==> src/sv/cdd_pkg.sv <==
`timescale 1ns / 1ps
// Shared widths, order codes and the month table for the date difference block.
// No dependencies.
package cdd_pkg;

  localparam int DAY_W    = 5;
  localparam int MONTH_W  = 4;
  localparam int YEAR_W   = 14;
  localparam int SERIAL_W = 23;
  localparam int SPAN_W   = 22;
  localparam int ORDER_W  = 2;
  localparam int DBM_W    = 9;
  localparam int LEAPS_W  = 13;
  localparam int QUOT_W   = 9;
  localparam int PROD_W   = 28;

  localparam int IN_DATA_W  = 48;
  localparam int OUT_DATA_W = 32;

  localparam int YEAR_MAX_DEFAULT = 9999;

  // floor(x / 100) == (x * RECIP_100) >> RECIP_SHIFT for x < 43690
  localparam logic [PROD_W-1:0] RECIP_100   = PROD_W'(5243);
  localparam int                RECIP_SHIFT = 19;

  localparam logic [MONTH_W-1:0] MONTH_JAN = MONTH_W'(1);
  localparam logic [MONTH_W-1:0] MONTH_FEB = MONTH_W'(2);
  localparam logic [MONTH_W-1:0] MONTH_DEC = MONTH_W'(12);

  typedef enum logic [ORDER_W-1:0] {
    ORD_EQUAL         = 2'd0,
    ORD_FIRST_EARLIER = 2'd1,
    ORD_FIRST_LATER   = 2'd2
  } order_t;

  function automatic logic [DBM_W-1:0] days_before(input logic [MONTH_W-1:0] month);
    logic [DBM_W-1:0] res;
    case (month)
      4'd1:    res = 9'd0;
      4'd2:    res = 9'd31;
      4'd3:    res = 9'd59;
      4'd4:    res = 9'd90;
      4'd5:    res = 9'd120;
      4'd6:    res = 9'd151;
      4'd7:    res = 9'd181;
      4'd8:    res = 9'd212;
      4'd9:    res = 9'd243;
      4'd10:   res = 9'd273;
      4'd11:   res = 9'd304;
      4'd12:   res = 9'd334;
      default: res = 9'd0;
    endcase
    return res;
  endfunction

endpackage

==> src/sv/cdd_serial.sv <==
`timescale 1ns / 1ps
// Serial day count of one date, three register stages, advanced by en.
// Depends on cdd_pkg.
module cdd_serial (
  input  logic                          clk,
  input  logic                          en,
  input  logic [cdd_pkg::DAY_W-1:0]     day_i,
  input  logic [cdd_pkg::MONTH_W-1:0]   month_i,
  input  logic [cdd_pkg::YEAR_W-1:0]    year_i,
  output logic [cdd_pkg::SERIAL_W-1:0]  serial_o
);

  localparam int PW = cdd_pkg::PROD_W;
  localparam int RS = cdd_pkg::RECIP_SHIFT;
  localparam int QW = cdd_pkg::QUOT_W;
  localparam int LW = cdd_pkg::LEAPS_W;
  localparam int SW = cdd_pkg::SERIAL_W;
  localparam int DW = cdd_pkg::DBM_W;

  // stage A: quotients and 365*y
  logic [cdd_pkg::YEAR_W-1:0]  y_r;
  logic [cdd_pkg::DAY_W-1:0]   d_r;
  logic [cdd_pkg::MONTH_W-1:0] m_r;
  logic [SW-1:0]               y365_r;
  logic [LW-1:0]               q4_r;
  logic [QW-1:0]               q100_r, q400_r, qy_r;

  logic [PW-1:0] p100_nxt, p400_nxt, py_nxt, y399;
  logic [SW-1:0] y365_nxt;
  logic [LW-1:0] q4_nxt;

  always_comb begin
    y365_nxt = SW'(year_i) * SW'(365);
    q4_nxt   = LW'((PW'(year_i) + PW'(3)) >> 2);
    p100_nxt = (PW'(year_i) + PW'(99)) * cdd_pkg::RECIP_100;
    y399     = (PW'(year_i) + PW'(399)) >> 2;
    p400_nxt = y399 * cdd_pkg::RECIP_100;
    py_nxt   = PW'(year_i) * cdd_pkg::RECIP_100;
  end

  always_ff @(posedge clk) begin
    if (en) begin
      y_r    <= year_i;
      d_r    <= day_i;
      m_r    <= month_i;
      y365_r <= y365_nxt;
      q4_r   <= q4_nxt;
      q100_r <= p100_nxt[RS +: QW];
      q400_r <= p400_nxt[RS +: QW];
      qy_r   <= py_nxt[RS +: QW];
    end
  end

  // stage B: leap count, leap flag, month offset
  logic [SW-1:0] base_r, base_nxt;
  logic [LW-1:0] leaps_r, leaps_nxt;
  logic [DW-1:0] dbm_r, dbm_nxt;
  logic          is_leap;

  always_comb begin
    leaps_nxt = q4_r - LW'(q100_r) + LW'(q400_r);
    is_leap   = (y_r[1:0] == 2'b00) &&
                ((PW'(y_r) != PW'(qy_r) * PW'(100)) || (qy_r[1:0] == 2'b00));
    dbm_nxt   = cdd_pkg::days_before(m_r) +
                DW'(is_leap && (m_r > cdd_pkg::MONTH_FEB));
    base_nxt  = y365_r + SW'(d_r);
  end

  always_ff @(posedge clk) begin
    if (en) begin
      base_r  <= base_nxt;
      leaps_r <= leaps_nxt;
      dbm_r   <= dbm_nxt;
    end
  end

  // stage C: final sum
  logic [SW-1:0] serial_r;

  always_ff @(posedge clk) begin
    if (en) begin
      serial_r <= base_r + SW'(leaps_r) + SW'(dbm_r);
    end
  end

  assign serial_o = serial_r;

endmodule

==> src/sv/calendar_date_difference_top.sv <==
`timescale 1ns / 1ps
// Top level of the Gregorian date difference pipeline.
// Depends on cdd_pkg and cdd_serial.
//
//  channel | ports          | tdata fields, lowest bit up
//  --------+----------------+------------------------------------------------
//  input   | in_t*          | first_day, first_month, first_year,
//          |                | second_day, second_month, second_year
//  result  | out_t*         | day_span, order, month_error
//
// Five register stages, one transaction per cycle.
// Stages: year clamp and compare, quotients, leap terms, serial sum, span.
// A stall on out_tready freezes every stage together; nothing is dropped.
// Synchronous active-low reset clears only the valid bits.
module calendar_date_difference_top #(
  parameter int YEAR_MAX = cdd_pkg::YEAR_MAX_DEFAULT
) (
  input  logic                            clk,
  input  logic                            rst_n,
  input  logic                            in_tvalid,
  output logic                            in_tready,
  // first_day[4:0], first_month[8:5], first_year[22:9],
  // second_day[27:23], second_month[31:28], second_year[45:32], zero[47:46]
  input  logic [cdd_pkg::IN_DATA_W-1:0]   in_tdata,
  output logic                            out_tvalid,
  input  logic                            out_tready,
  // day_span[21:0], order[23:22], month_error[24], zero[31:25]
  output logic [cdd_pkg::OUT_DATA_W-1:0]  out_tdata
);

  localparam int DW  = cdd_pkg::DAY_W;
  localparam int MW  = cdd_pkg::MONTH_W;
  localparam int YW  = cdd_pkg::YEAR_W;
  localparam int SW  = cdd_pkg::SERIAL_W;
  localparam int SPW = cdd_pkg::SPAN_W;
  localparam int CW  = YW + 3;
  localparam logic [CW-1:0] YMAX = CW'(YEAR_MAX);
  localparam int MID = 3;

  logic ce;
  assign ce        = !out_tvalid || out_tready;
  assign in_tready = ce;

  logic [DW-1:0] d1, d2;
  logic [MW-1:0] m1, m2;
  logic [YW-1:0] y1, y2, y1c, y2c;

  always_comb begin
    d1  = in_tdata[4:0];
    m1  = in_tdata[8:5];
    y1  = in_tdata[22:9];
    d2  = in_tdata[27:23];
    m2  = in_tdata[31:28];
    y2  = in_tdata[45:32];
    y1c = (CW'(y1) > YMAX) ? YMAX[YW-1:0] : y1;
    y2c = (CW'(y2) > YMAX) ? YMAX[YW-1:0] : y2;
  end

  // stage 1: clamp, compare, month check
  logic              v1_r;
  logic [DW-1:0]     d1_r, d2_r;
  logic [MW-1:0]     m1_r, m2_r;
  logic [YW-1:0]     y1_r, y2_r;
  cdd_pkg::order_t   ord1_r, ord_nxt;
  logic              bad1_r, bad_nxt;

  always_comb begin
    if ({y1c, m1, d1} == {y2c, m2, d2}) begin
      ord_nxt = cdd_pkg::ORD_EQUAL;
    end else if ({y1c, m1, d1} > {y2c, m2, d2}) begin
      ord_nxt = cdd_pkg::ORD_FIRST_LATER;
    end else begin
      ord_nxt = cdd_pkg::ORD_FIRST_EARLIER;
    end
    bad_nxt = (m1 < cdd_pkg::MONTH_JAN) || (m1 > cdd_pkg::MONTH_DEC) ||
              (m2 < cdd_pkg::MONTH_JAN) || (m2 > cdd_pkg::MONTH_DEC);
  end

  always_ff @(posedge clk) begin
    if (!rst_n) begin
      v1_r <= 1'b0;
    end else if (ce) begin
      v1_r <= in_tvalid;
    end
  end

  always_ff @(posedge clk) begin
    if (ce) begin
      d1_r   <= d1;
      m1_r   <= m1;
      y1_r   <= y1c;
      d2_r   <= d2;
      m2_r   <= m2;
      y2_r   <= y2c;
      ord1_r <= ord_nxt;
      bad1_r <= bad_nxt;
    end
  end

  // serial counts, three stages
  logic [SW-1:0] s1, s2;

  cdd_serial u_serial_first (
    .clk      (clk),
    .en       (ce),
    .day_i    (d1_r),
    .month_i  (m1_r),
    .year_i   (y1_r),
    .serial_o (s1)
  );

  cdd_serial u_serial_second (
    .clk      (clk),
    .en       (ce),
    .day_i    (d2_r),
    .month_i  (m2_r),
    .year_i   (y2_r),
    .serial_o (s2)
  );

  // side band alongside the serial stages
  logic            v_r   [MID];
  cdd_pkg::order_t ord_r [MID];
  logic            bad_r [MID];

  always_ff @(posedge clk) begin
    if (!rst_n) begin
      for (int i = 0; i < MID; i++) begin
        v_r[i] <= 1'b0;
      end
    end else if (ce) begin
      v_r[0] <= v1_r;
      for (int i = 1; i < MID; i++) begin
        v_r[i] <= v_r[i-1];
      end
    end
  end

  always_ff @(posedge clk) begin
    if (ce) begin
      ord_r[0] <= ord1_r;
      bad_r[0] <= bad1_r;
      for (int i = 1; i < MID; i++) begin
        ord_r[i] <= ord_r[i-1];
        bad_r[i] <= bad_r[i-1];
      end
    end
  end

  // stage 5: span and output register
  logic [SW-1:0]   diff;
  logic [SPW-1:0]  span_nxt, span_r;
  cdd_pkg::order_t ord_out_r;
  logic            err_nxt, err_r, vout_r;

  always_comb begin
    diff = (s1 > s2) ? (s1 - s2) : (s2 - s1);
    if (ord_r[MID-1] == cdd_pkg::ORD_EQUAL || bad_r[MID-1]) begin
      span_nxt = '0;
    end else if (diff[SW-1]) begin
      span_nxt = '1;
    end else begin
      span_nxt = diff[SPW-1:0];
    end
    err_nxt = bad_r[MID-1] && (ord_r[MID-1] != cdd_pkg::ORD_EQUAL);
  end

  always_ff @(posedge clk) begin
    if (!rst_n) begin
      vout_r <= 1'b0;
    end else if (ce) begin
      vout_r <= v_r[MID-1];
    end
  end

  always_ff @(posedge clk) begin
    if (ce) begin
      span_r    <= span_nxt;
      ord_out_r <= ord_r[MID-1];
      err_r     <= err_nxt;
    end
  end

  assign out_tvalid = vout_r;
  assign out_tdata  = {7'd0, err_r, ord_out_r, span_r};

endmodule

==> config.mk <==
export PLATFORM = sky130hd
export DESIGN_NAME = calendar_date_difference_top
export DESIGN_NICKNAME = d
export VERILOG_FILES = /design/src/sv/cdd_pkg.sv /design/src/sv/cdd_serial.sv /design/src/sv/calendar_date_difference_top.sv
export SDC_FILE = /design/constraint.sdc
export NUM_CORES = 2
export LEC_CHECK = 0
export ABC_AREA = 1
export BUFFER_PORTS_ARGS = -buffer_cell sky130_fd_sc_hd__buf_2
export CORE_ASPECT_RATIO = 1.2
export CORE_MARGIN = 4
export CORE_UTILIZATION = 40
export CTS_CLUSTER_SIZE = 30
export DETAILED_ROUTE_END_ITERATION = 16
export SETUP_SLACK_MARGIN = 0.3
export SYNTH_ARGS = -nofsm -noshare
export SYNTH_HDL_FRONTEND = slang
export SYNTH_SLANG_ARGS = --single-unit
==> constraint.sdc <==
create_clock -name clk -period 10.7 [get_ports clk]
set_input_delay 1.07 -clock clk [delete_from_list [all_inputs] [get_ports clk]]
set_output_delay 1.07 -clock clk [all_outputs]
set_load 0.03 [all_outputs]
==> flow_summary.ini <==
[status]
status = finished, final reports clean

[routing]
drc = 0
dr.pass1.iters = 7
dr_total_vias = 36591
routed_wl_um = 119000
wl_per_cell_um = 15.6
drt_iter0_markers = 1768
drtAntennaViolNets = 0
vias_per_cell = 4.80

[setup_path]
cp.depth = 26
cp_num_buf_inv = 6
r2r-end = u_serial_second.q100_r[3]
endpoint_kind = flip-flop
reg2reg_slack_ns = 3.10
crit_path_frequent_cell = inv_1
r2r_start = y2_r[0]
path_max_fanout = 12
cp_slowest_cell = edfxtp_1
cp-startpoint = y2_r[0]
worst-setup-path-type = reg2reg
critical_path.startpoint_type = flip-flop
worstPathRequired_ns = 11.05
reg2regPathDepth = 26
slowest_delay_ns = 0.73
critPathTopFamily = adder cells
worstPathArrival_ns = 7.95

[sta]
maxSlewViolCount = 0
setup_viol = 0
rsz0062_at_grt = no
slew_headroom_pct = 26.9
max_freq_mhz = 132
fin_crit_sh_pct = 71.1
hold_violations = 0
min_period_ns = 7.60
finalClockSkew_ns = 0.0177
setup-tns-final_ns = 0
worst_slew_pin_slew_ns = 1.09

[die]
pin_count = 86
die_h_um = 402
core-area_um2 = 128000
rows = 144
dieArea_um2 = 135000
start_util_pct = 40.2
die_x_um = 336

[synth]
synth_edf_count = 388
seq_area_frac_synth_pct = 23.3
synth_flop_cell = edfxtp_1
synthDistinctLibCells = 50
yosysWarnings = 0
syn_area_per_cell_um2 = 8.93
synth_area_um2 = 51700
async_flop_share_pct = 0
ys_ff_latch = 408
synthCells = 5785

[clock_tree]
post_cts_buffers = 0
cts_hold_buf = 0
clock_sinks = 408
cts_buffers = 48
cts_max_level = 2
cts_root_buf = clkbuf_16
cts_tree = done
clk_latency_ns = 0.61
cts_resized = 0
cts_buffer_depth = 3
clkTransAtPathRegs_ns = 0.07

[place]
dp_hpwl_um = 103000
gp_congestion = 0.895
portBuffers = 76

[grt]
grt_pass1_vias = 37401
gr-usage-met2_pct = 30.2
grt_remaining_overflow = 0
antenna_found_initial = 7
use_met3_pct = 1.73
grt_pass1_wl_um = 193000
use_met1_pct = 24.7
grt_use_total_pct = 17.8
grt-busiest-layer = met2
grt_max_degree = 79

[min_path]
min_path_cells = 0
hp-class = reg2reg
hold_path_end = u_serial_second.d_r[0]
hold_start = d2_r[0]

[finish]
nets = 7362
drive_gt1_share_pct = 3.52
syn2layout_area_growth_pct = 7.81

[job]
maxCapViolCount = 0
-- Yosys cell counts, types with 3 or more instances --
cell type  instances  area share [%]
inv_1           1424              10
nand2_1          967             7.0
ha_1             913              22
fa_1             500              19
edfxtp_1         388              23
nor2_1           333             2.4
a21oi_1          246             2.4
xor2_1           229             3.9
nand3_1          184             1.8
o21ai_0          130             1.3
nand4_1           72            0.87
xnor2_1           72             1.2
nor3_1            51            0.49
a21o_1            46            0.67
o21bai_1          22            0.32
a31oi_1           21            0.25
or2_2             21            0.25
a21boi_0          20            0.29
dfxtp_1           20            0.77
nand3b_1          15            0.22
o21a_1            13            0.19
buf_2             12            0.12
buf_4             10            0.15
o211ai_1          10            0.15
nor4_1             8           0.097
nand2_2            6           0.073
nor2_2             6           0.073
clkbuf_1           5           0.036
a211oi_1           3           0.044
clkbuf_2           3           0.029
inv_2              3           0.022
o21ai_2            3           0.051
o22ai_1            3           0.036
-- worst register-to-register path, delay by kind of cell (launching register included) --
family	cells	cell delay [ns]
buf+inv	6	0.82
xor+xnor	1	0.57
flops	1	0.73
simple gates	5	0.68
compound gates	7	1.45
fa+ha+maj	7	3.09
-- through the flow --
| step | utilization [%] | area, µm² | std cells | hold slack, ns | setup slack [ns] |
|---|---|---|---|---|---|
| after floorplan | - | 51700 | 5791 | 0.400 | 2.49 |
| after global placement | 42.1 | 54100 | 7526 | 0.407 | 3.16 |
| after detailed placement | 42.1 | 54100 | 7526 | 0.405 | 3.06 |
| after CTS | 43.4 | 55700 | 7616 | 0.415 | 3.04 |
| after global routing | 43.4 | 55700 | 7616 | 0.422 | 2.60 |
| final | 43.4 | 55700 | 7620 | 0.414 | 3.10 |
-- cell families (layout without fill, tap and decap cells) --
family | count (synthesis) | in the layout | share of synthesized area, %
simple gates | 1671 | 1671 | 13.4
compound gates | 527 | 527 | 5.79
xor+xnor | 305 | 305 | 5.26
other cells | 1 | 11 | 0.00726
buf+inv | 1460 | 1606 | 10.7
fa+ha+maj | 1413 | 1413 | 41.5
flops | 408 | 408 | 23.3
-- flip-flops by register name, summed over array words and instances (netlist names), 13 cells and up, named ones only --
| name | cells |
|---|---|
| span_r | 22 |
| u_serial_first.base_r | 23 |
| u_serial_first.leaps_r | 13 |
| u_serial_first.q4_r | 13 |
| u_serial_first.serial_o | 23 |
| u_serial_first.y365_r | 23 |
| u_serial_second.base_r | 23 |
| u_serial_second.leaps_r | 13 |
| u_serial_second.q4_r | 13 |
| u_serial_second.serial_o | 23 |
| u_serial_second.y365_r | 23 |
| y1_r | 14 |
| y2_r | 14 |
-- routing by layer --
metal | wire [µm] | part of all wire [%]
met5 | 0 | 0
met1 | 55600 | 47
met2 | 56200 | 47
met3 | 4570 | 3.8
met4 | 2370 | 2.0
-- layout by cell type (no fill, tap or decap), drive strengths merged, types with 3 or more instances in the layout --
master / instances
nor3: 52
a31oi: 21
a211oi: 3
o21ai: 135
a21o: 46
xnor2: 72
o21bai: 22
inv: 1434
diode: 4
ha: 913
clkinv: 20
fa: 500
edfxtp: 388
dfxtp: 20
buf: 88
nand4: 72
a21oi: 246
nand3b: 15
a21boi: 20
nor4: 8
nand3: 185
or2: 21
clkbuf: 59
xor2: 231
conb: 7
bufinv: 4
o22ai: 3
o21a: 13
nand2: 973
nor2: 340
o211ai: 10
-- area by class of cell --
type,count,area [µm²]
Antenna cell,4,10.0
Clock buffer,59,1310
Clock inverter,31,310
Fill cell,12588,72700
Inverter,1428,5370
Multi-Input combinational cell,3923,34100
Sequential cell,408,12100
Tap cell,1679,2100
Timing Repair Buffer,88,470
-- worst max path at each step --
stage                                      to
detailed placement  u_serial_second.q100_r[3]
finish              u_serial_second.q100_r[3]
global placement    u_serial_second.q100_r[3]
floorplan                           flip-flop
CTS                 u_serial_second.q100_r[3]
global route        u_serial_second.q100_r[3]
Power is not shown: default switching activity piles up to over one toggle a cycle in this logic, so the estimate is an artifact.
